**src/hw/rtl/bma_pkg.sv**
```systemverilog
`timescale 1ns / 1ps
// ----------------------------------------------------------------------------
// bma_pkg
// Shared types and constants of the bipartite matching block.
// ----------------------------------------------------------------------------
package bma_pkg;

    localparam int CNT_W = 7;
    localparam logic [CNT_W-1:0] COUNT_RESET = 7'd64;

    typedef logic [0:0] cfg_idx_t;
    localparam cfg_idx_t REG_LEFT_COUNT  = 1'b0;
    localparam cfg_idx_t REG_RIGHT_COUNT = 1'b1;

    // controller to datapath
    typedef struct packed {
        logic load_en;
        logic start;
        logic search_init;
        logic row_cap;
        logic r_inc;
        logic take;
        logic aug_begin;
        logic enqueue;
        logic pop_cap;
        logic pop;
        logic aug_wr;
        logic aug_nx;
        logic path_inc;
        logic u_inc;
        logic finish;
    } dp_cmd_t;

    // datapath to controller
    typedef struct packed {
        logic count_zero;
        logic cand;
        logic r_last;
        logic owned_r;
        logic queue_empty;
        logic aug_done;
        logic u_last;
    } dp_status_t;

endpackage

```
**src/hw/rtl/bma_ctrl.sv**
```systemverilog
`timescale 1ns / 1ps
// ----------------------------------------------------------------------------
// bma_ctrl
// Sequencer for loading, breadth-first search, path flipping and answer.
// ----------------------------------------------------------------------------
module bma_ctrl import bma_pkg::*; (
    input  logic       aclk,
    input  logic       aresetn,
    input  logic       last_acc,
    input  dp_status_t status,
    output dp_cmd_t    cmd
);

    typedef enum logic [3:0] {
        ST_LOAD, ST_START, ST_SINIT, ST_ROW_RD, ST_ROW_CAP, ST_SCAN, ST_OWN_CHK,
        ST_POP, ST_POP_CAP, ST_AUG_RD, ST_AUG_WR, ST_AUG_NX, ST_NEXT_U, ST_FINISH
    } state_t;

    state_t state_reg, state_next;

    always_comb begin
        cmd        = '0;
        state_next = state_reg;
        case (state_reg)
            ST_LOAD: begin
                cmd.load_en = 1'b1;
                if (last_acc) begin
                    state_next = ST_START;
                end
            end
            ST_START: begin
                cmd.start  = 1'b1;
                state_next = status.count_zero ? ST_FINISH : ST_SINIT;
            end
            ST_SINIT: begin
                cmd.search_init = 1'b1;
                state_next      = ST_ROW_RD;
            end
            ST_ROW_RD: begin
                state_next = ST_ROW_CAP;
            end
            ST_ROW_CAP: begin
                cmd.row_cap = 1'b1;
                state_next  = ST_SCAN;
            end
            ST_SCAN: begin
                if (status.cand) begin
                    cmd.take   = 1'b1;
                    state_next = ST_OWN_CHK;
                end else begin
                    cmd.r_inc = 1'b1;
                    if (status.r_last) begin
                        state_next = status.queue_empty ? ST_NEXT_U : ST_POP;
                    end
                end
            end
            ST_OWN_CHK: begin
                if (!status.owned_r) begin
                    cmd.aug_begin = 1'b1;
                    state_next    = ST_AUG_RD;
                end else begin
                    cmd.enqueue = 1'b1;
                    state_next  = status.r_last ? ST_POP : ST_SCAN;
                end
            end
            ST_POP: begin
                cmd.pop    = 1'b1;
                state_next = ST_POP_CAP;
            end
            ST_POP_CAP: begin
                cmd.pop_cap = 1'b1;
                state_next  = ST_ROW_RD;
            end
            ST_AUG_RD: begin
                state_next = ST_AUG_WR;
            end
            ST_AUG_WR: begin
                cmd.aug_wr = 1'b1;
                if (status.aug_done) begin
                    cmd.path_inc = 1'b1;
                    state_next   = ST_NEXT_U;
                end else begin
                    state_next = ST_AUG_NX;
                end
            end
            ST_AUG_NX: begin
                cmd.aug_nx = 1'b1;
                state_next = ST_AUG_RD;
            end
            ST_NEXT_U: begin
                cmd.u_inc  = 1'b1;
                state_next = status.u_last ? ST_FINISH : ST_SINIT;
            end
            ST_FINISH: begin
                cmd.finish = 1'b1;
                state_next = ST_LOAD;
            end
            default: begin
                state_next = ST_LOAD;
            end
        endcase
    end

    always_ff @(posedge aclk) begin
        if (!aresetn) begin
            state_reg <= ST_LOAD;
        end else begin
            state_reg <= state_next;
        end
    end

endmodule

```
**config.mk**
```make
export PLATFORM = sky130hd
export DESIGN_NAME = bma_ctrl
export DESIGN_NICKNAME = d
export VERILOG_FILES = /design/src/hw/rtl/bma_pkg.sv /design/src/hw/rtl/bma_ctrl.sv
export SDC_FILE = /design/constraint.sdc
export NUM_CORES = 1
export LEC_CHECK = 0
export ABC_CLOCK_PERIOD_IN_PS = 1800
export BUFFER_PORTS_ARGS = -buffer_cell sky130_fd_sc_hd__buf_2
export CORE_AREA = 3 3 45 47
export CTS_CLUSTER_DIAMETER = 30
export DETAILED_ROUTE_END_ITERATION = 7
export DIE_AREA = 0 0 48 50
export GPL_ROUTABILITY_DRIVEN = 1
export GPL_TIMING_DRIVEN = 1
export PLACE_DENSITY = 0.63
export SYNTH_ARGS = -nofsm -noshare
export SYNTH_HDL_FRONTEND = slang
export SYNTH_SLANG_ARGS = --single-unit
```
**constraint.sdc**
```tcl
create_clock -name aclk -period 1.8 [get_ports aclk]
set_input_delay 0.36 -clock aclk [delete_from_list [all_inputs] [get_ports aclk]]
set_output_delay 0.36 -clock aclk [all_outputs]
set_load 0.02 [all_outputs]
```
==> summary.md, run 1 <==
| Metric | Value |
|---|---|
| Core area | 1690 µm² |
| Most common cell in the netlist | nor2_1 |
| RSZ-0062 raised after global routing | false |
| Area growth syn-to-layout | 36.8% |
| Clk buf depth | 2 |
| Routed length on met3 | 112 µm |
| Port Buf Inserts | 24 |
| Chip height | 50 µm |
| Diodes inserted | 0 |
| Wire length on met2 | 611 µm |
| WP data arrival | 1.34 ns |
| Area leader, netlist | dfxtp_1 |
| CP cell instances | buf_4, nor2b_1, and3_1, buf_2 |
| Grt total ovfl | 0 |
| Die X | 48 µm |
| Pin count of the biggest net entering global routing | 22 |
| Max-cap viol count | 0 |
| Top cells by area, synth | dfxtp_1 (17%), nand2b_1 (9.1%), nor2_1 (7.8%) |
| CP Capture Type | primary output |
| Antenna violations before repair | 0 |
| Clock buffer count from CTS | 3 |
| Post-Syn Instances | 71 |
| Syn nets | 81 |
| Part of the cycle the worst path needs | 0.945 |
| M1 WL | 679 µm |
| Clk sinks | 4 |
| GRT Total Usage | 0.127 |
| Rel. slew slack | 0.768 |
| Routed Antenna Nets | 0 |
| Clock slew at reported path FFs | 0.03 ns |
| Yosys top cell area share | 0.166 |
| Library cells used by synthesis | 31 |
| Synth Register Bits | 4 |
| Netlist area before placement | 483 µm² |
| Global-route wire length before repair | 2220 µm |
| Drt drc | 0 |
| Max FFs per register | 4 |
| Status | completed |
| Synth cell count leaders | nor2_1 (10), nand2b_1 (7), a21oi_1 (5), nor2b_1 (5), nor3_1 (5) |
| Final setup fails | 0 |
| GPL Wtd Cong | 0.811 |
| Ports | 25 |
| Endpoint required time on the critical path | 1.44 ns |
| Initial Util | 0.286 |
| Final hold viol count | 0 |
| Final core utilization | 0.391 |
| Worst Setup Path Type | reg -> out |
| HPWL after DPL | 1080 µm |
| Leakage | 0.000325 µW |
| Max Used Layer | met3 |
| Root Buffer | clkbuf_4 |
| Via-per-instance ratio | 5.11 |
| Fin nets | 109 |
| Max Freq | 588 MHz |
| Pwr/cell area | 1390 nW/µm² |
| Filler Cells Inserted | 191 |
| CTS tree | done |
| Slew Limit Fails | 0 |
| EDFF count, synth | 0 |
| Clock skew | 0.00853 ns |
| 1st-iter DRT viols | 18 |
| Worst-Skew Late Latency | 0.24 ns |
| Wire per inst | 12.3 µm |
| Die Area | 2400 µm² |
| Minimum clock period | 1.70 ns |
| Detailed-router iteration count before antenna repair | 4 |
| Setup TNS Final | 0 ns |
| Crit start category | register |
| Synth warn | 0 |
| Vias post-DR | 582 |
| H-tree depth | 1 |
| Setup Fix Bufs, Post-CTS | 0 |
| Share of cells above drive strength 1 | 0.381 |
| Crit-path max FO | 9 |
| Slew @ Worst Pin | 0.348 ns |
| Final WL | 1400 µm |
| Hold crit path type | in -> reg |
| CP max stage delay | 0.35 ns |
| Max VDD drop | 0.000796 V |
| Syn Area/Cell | 6.80 µm² |
| Floorplan row count | 15 |
| Post-synthesis sequential area ratio | 0.166 |
| Fraction of registers with async set/reset | 0 |
| Top FF cell, synth | dfxtp_1 |
| CP max-delay cell | dfxtp_2 |
| Vias in the first global route | 513 |
-- per-stage QoR --
stage / hold slack [ns] / worst slack [ns] / instances / instance area [µm²] / power, µW
floorplan: 0.488 / 0.0560 / 71 / 483 / 606
global placement: 0.615 / 0.172 / 111 / 634 / 788
detailed placement: 0.613 / 0.170 / 111 / 634 / 795
CTS: 0.369 / 0.0421 / 114 / 659 / 918
global route: 0.373 / 0.0263 / 114 / 661 / 997
finish: 0.371 / 0.0996 / 114 / 661 / 916
-- logic make-up (layout without fill, tap and decap cells) --
| logic type | after synthesis | count (layout) | synth area share |
|---|---|---|---|
| flops | 4 | 4 | 0.166 |
| buf+inv | 8 | 34 | 0.0726 |
| simple gates | 41 | 41 | 0.500 |
| compound gates | 18 | 18 | 0.262 |
-- worst max-delay path, delay by kind of cell, from the launching register on --
family / cells / cell delay (ns)
AND/OR/NAND/NOR: 2 / 0.45
flip-flops: 1 / 0.35
buffers and inverters: 2 / 0.31
-- metal layers --
metal / vias to the layer above / GRT usage
li1: 308 / -
met1: 252 / 0.187
met2: 22 / 0.170
met3: 0 / 0.0438
met4: 0 / 0.0404
met5: - / 0
-- cell type report --
type,count,area (µm²),area share
well taps,17,21.3,0.0322
repair buffers,29,158,0.239
clock buffers,3,22.5,0.0341
inverters,2,7.51,0.0114
flip-flops and latches,4,83.8,0.127
multi-input cells,59,368,0.557
-- where the power goes --
group	switching, µW	internal (µW)
clock network	38.7	74.7
logic	342	260
registers	72.3	129
-- worst paths after layout --
| path | start | to | slack, ns | cells after the start |
|---|---|---|---|---|
| setup / recovery | state_reg[2] | cmd[2] | 0.1 | 4 |
| hold / removal | aresetn | state_reg[2] | 0.37 | 2 |
| setup reg to reg | state_reg[2] | state_reg[0] | 0.28 | 5 |
| hold reg to reg | state_reg[1] | state_reg[1] | 0.65 | 2 |
-- what timing repair did --
| item | 4_1_cts | 5_1_grt |
|---|---|---|
| hold endpoints to repair | 0 | 0 |
| hold buffers | 0 | 0 |
| setup endpoints to repair | 8 | 2 |
| gates resized for setup | 2 | 1 |
-- cells in the final DEF, fill, tap and decap left out, types with 2 or more instances in the layout --
| master | count |
|---|---|
| nand2b_1 | 7 |
| buf_4 | 5 |
| nor3_1 | 5 |
| inv_1 | 2 |
| nor2b_1 | 5 |
| nor2_1 | 10 |
| clkbuf_4 | 3 |
| buf_2 | 24 |
| and3_1 | 2 |
| dfxtp_2 | 3 |
| nand2_1 | 3 |
| o21ai_0 | 3 |
| a21oi_1 | 5 |
No activity file was read; power rests on OpenSTA's default activity.
==> run 2: changes to the inputs <==
--- a/config.mk
+++ b/config.mk
@@ -7,13 +7,15 @@
 export LEC_CHECK = 0
 export ABC_CLOCK_PERIOD_IN_PS = 1800
 export BUFFER_PORTS_ARGS = -buffer_cell sky130_fd_sc_hd__buf_2
-export CORE_AREA = 3 3 45 47
+export CELL_PAD_IN_SITES_DETAIL_PLACEMENT = 0
+export CELL_PAD_IN_SITES_GLOBAL_PLACEMENT = 1
+export CORE_AREA = 3 3 46 48
 export CTS_CLUSTER_DIAMETER = 30
 export DETAILED_ROUTE_END_ITERATION = 7
-export DIE_AREA = 0 0 48 50
+export DIE_AREA = 0 0 49 51
 export GPL_ROUTABILITY_DRIVEN = 1
 export GPL_TIMING_DRIVEN = 1
-export PLACE_DENSITY = 0.63
+export PLACE_DENSITY = 0.81
 export SYNTH_ARGS = -nofsm -noshare
 export SYNTH_HDL_FRONTEND = slang
 export SYNTH_SLANG_ARGS = --single-unit
==> run 2 against run 1 <==
  * Highest routed layer unchanged
  * Global-route usage fell by 1.2 points
  * Critical path depth fell by 1
  * Non-clock buffer count fell by 1
  * Largest cell class unchanged
  * Register-to-register slack improved by 0.05 ns
  * Die area rose by 4.1%
  * Clock skew fell by 0.0050 ns
  * Sequential share of layout area barely moved
  * Cell area rose by 0.38%
  * Clock power fell by 4%
==> summary.md, run 2 (synthesized netlist as in run 1, its figures left out) <==
| Metric | Value |
|---|---|
| Wire length on met2 | 632 µm (was 611 µm) |
| Max Freq | 586 MHz (was 588 MHz) |
| Crit-path max FO | 15 (was 9) |
| Minimum clock period | 1.71 ns (was 1.70 ns) |
| Reg power frac | 0.236 (was 0.219) |
| Grt total ovfl | 0 (unchanged) |
| Hold crit path type | in -> reg (unchanged) |
| Max VDD drop | 0.000665 V (was 0.000796 V) |
| Final hold viol count | 0 (unchanged) |
| Placed Instances | 118 (was 111) |
| GRT Total Usage | 0.116 (was 0.127) |
| Clock share of power | 0.123 (was 0.124) |
| Worst-Skew Late Latency | 0.23 ns (was 0.24 ns) |
| Status | completed (unchanged) |
| Global-route wire length before repair | 2300 µm (was 2220 µm) |
| 1st-iter DRT viols | 5 (was 18) |
| Via-per-instance ratio | 4.81 (was 5.11) |
| CP max stage delay | 0.39 ns (was 0.35 ns) |
| Endpoint required time on the critical path | 1.44 ns (about the same) |
| Drt drc | 0 (unchanged) |
| Die Area | 2500 µm² (was 2400 µm²) |
| Pwr/cell area | 1340 nW/µm² (was 1390 nW/µm²) |
| Diodes inserted | 0 (unchanged) |
| Chip height | 51 µm (was 50 µm) |
| CP cell instances | buf_4, nor4b_2, buf_2 (was buf_4, nor2b_1, and3_1, buf_2) |
| Detailed-router iteration count before antenna repair | 4 (unchanged) |
| Slew @ Worst Pin | 0.287 ns (was 0.348 ns) |
| Core area | 1750 µm² (was 1690 µm²) |
| Final Non-Filler Cells | 121 (was 114) |
| Vias post-DR | 582 (unchanged) |
| Setup TNS Final | 0 ns (unchanged) |
| Final Cell Area | 663 µm² (was 661 µm²) |
| CTS tree | done (unchanged) |
| Crit start category | register (unchanged) |
| Die X | 49 µm (was 48 µm) |
| Reg-to-reg critical path startpoint | state_reg[3] (was state_reg[2]) |
| Post-CTS Hold Buffers | 0 (unchanged) |
| Wire per inst | 11.3 µm (was 12.3 µm) |
| Commonest non-fill, non-tap cell in the layout | buf_2 (unchanged) |
| Routed length on met3 | 54 µm (was 112 µm) |
| HPWL after DPL | 1060 µm (was 1080 µm) |
| Pin count of the biggest net entering global routing | 16 (was 22) |
| Ports | 25 (unchanged) |
| Area growth syn-to-layout | 37.3% (was 36.8%) |
| Fin nets | 108 (was 109) |
| P_int | 445 µW (was 463 µW) |
| Floorplan row count | 15 (unchanged) |
| Port Buf Inserts | 24 (unchanged) |
| Clock skew | 0.00355 ns (was 0.00853 ns) |
| Crit path from | state_reg[3] (was state_reg[2]) |
| GPL Wtd Cong | 0.845 (was 0.811) |
| Vias in the first global route | 542 (was 513) |
| WP data arrival | 1.35 ns (was 1.34 ns) |
| Max-cap viol count | 0 (unchanged) |
| Max Used Layer | met3 (unchanged) |
| Clk buf depth | 2 (unchanged) |
| Share of cells above drive strength 1 | 0.375 (was 0.381) |
| Leakage | 0.000320 µW (was 0.000325 µW) |
| M1 WL | 675 µm (was 679 µm) |
| Hold path start | aresetn (unchanged) |
| CP max-delay cell | dfxtp_2 (unchanged) |
| Max FFs per register | 4 (unchanged) |
| Slew Limit Fails | 0 (unchanged) |
| Part of the cycle the worst path needs | 0.949 (was 0.945) |
| Root Buffer | clkbuf_4 (unchanged) |
| Commonest cells after routing, fill and taps aside | buf_2 (24), nor2_1 (10), nand2b_1 (7) (unchanged) |
| Clock buffer count from CTS | 3 (unchanged) |
| CP Capture Type | primary output (unchanged) |
| Psw | 443 µW (was 453 µW) |
| Antenna violations before repair | 0 (unchanged) |
| Gate power share | 0.641 (was 0.657) |
| Worst Setup Path Type | reg -> out (unchanged) |
| H-tree depth | 1 (unchanged) |
| Clk sinks | 4 (unchanged) |
| Final setup fails | 0 (unchanged) |
| Sw Ratio | 0.499 (was 0.494) |
| Initial Util | 0.277 (was 0.286) |
| Routed Antenna Nets | 0 (unchanged) |
| Post-DP Area | 637 µm² (was 634 µm²) |
| Worst hold stages | 2 (unchanged) |
| Clock slew at reported path FFs | 0.04 ns (was 0.03 ns) |
| Rel. slew slack | 0.807 (was 0.768) |
| Worst R2R Path Depth | 4 (was 5) |
| Final WL | 1360 µm (was 1400 µm) |
| RSZ-0062 raised after global routing | false (unchanged) |
## run 2: changes by cell type in the layout (fill, tap and decap cells not counted)
| cell | previous run | this run |
|---|---|---|
| buf_4 | 5 | 4 |
## run 2: worst paths after layout
kind	to	slack (ns)
max	cmd[7]	0.09
min	state_reg[2]	0.39
max reg2reg	state_reg[1]	0.33
min reg2reg	state_reg[1]	0.67
## run 2: worst max-delay path: cells and delay by family (launching register included)
kind          cells  cell delay (ns)
buf+inv           2             0.40
flops             1             0.39
simple gates      1             0.32
## run 2: what timing repair did
item                       CTS  global route
resized for setup            2             1
setup buffers                0             0
setup endpoints to repair    1             1
## run 2: power by group through the flow
stage	clock network, µW	registers, µW	logic, µW
2_1_floorplan	0	151	455
4_1_cts	115	205	574
5_1_grt	123	220	625
3_3_place_gp	0	202	568
3_5_place_dp	0	204	572
6_report	109	210	569
## run 2: stage by stage
step	worst slack [ns]	utilization	power, µW	hold slack (ns)
6_report	0.0927	0.380	888	0.387
5_1_grt	0.00638	0.380	968	0.384
2_1_floorplan	0.0560	-	606	0.488
3_5_place_dp	0.191	0.365	775	0.631
3_3_place_gp	0.202	0.365	770	0.644
4_1_cts	0.0393	0.379	894	0.388
## run 2: routing by layer
metal	global-route usage	up-vias
met4	0.0427	0
li1	-	316
met2	0.170	12
met5	0	-
met3	0.0292	0
met1	0.161	254
## run 2: area by class of cell
class / instances / area (µm²)
clock buffers: 3 / 22.5
well taps: 25 / 31.3
flip-flops and latches: 4 / 83.8
multi-input cells: 59 / 368
inverters: 2 / 7.51
repair buffers: 28 / 150
fillers: 203 / 1080
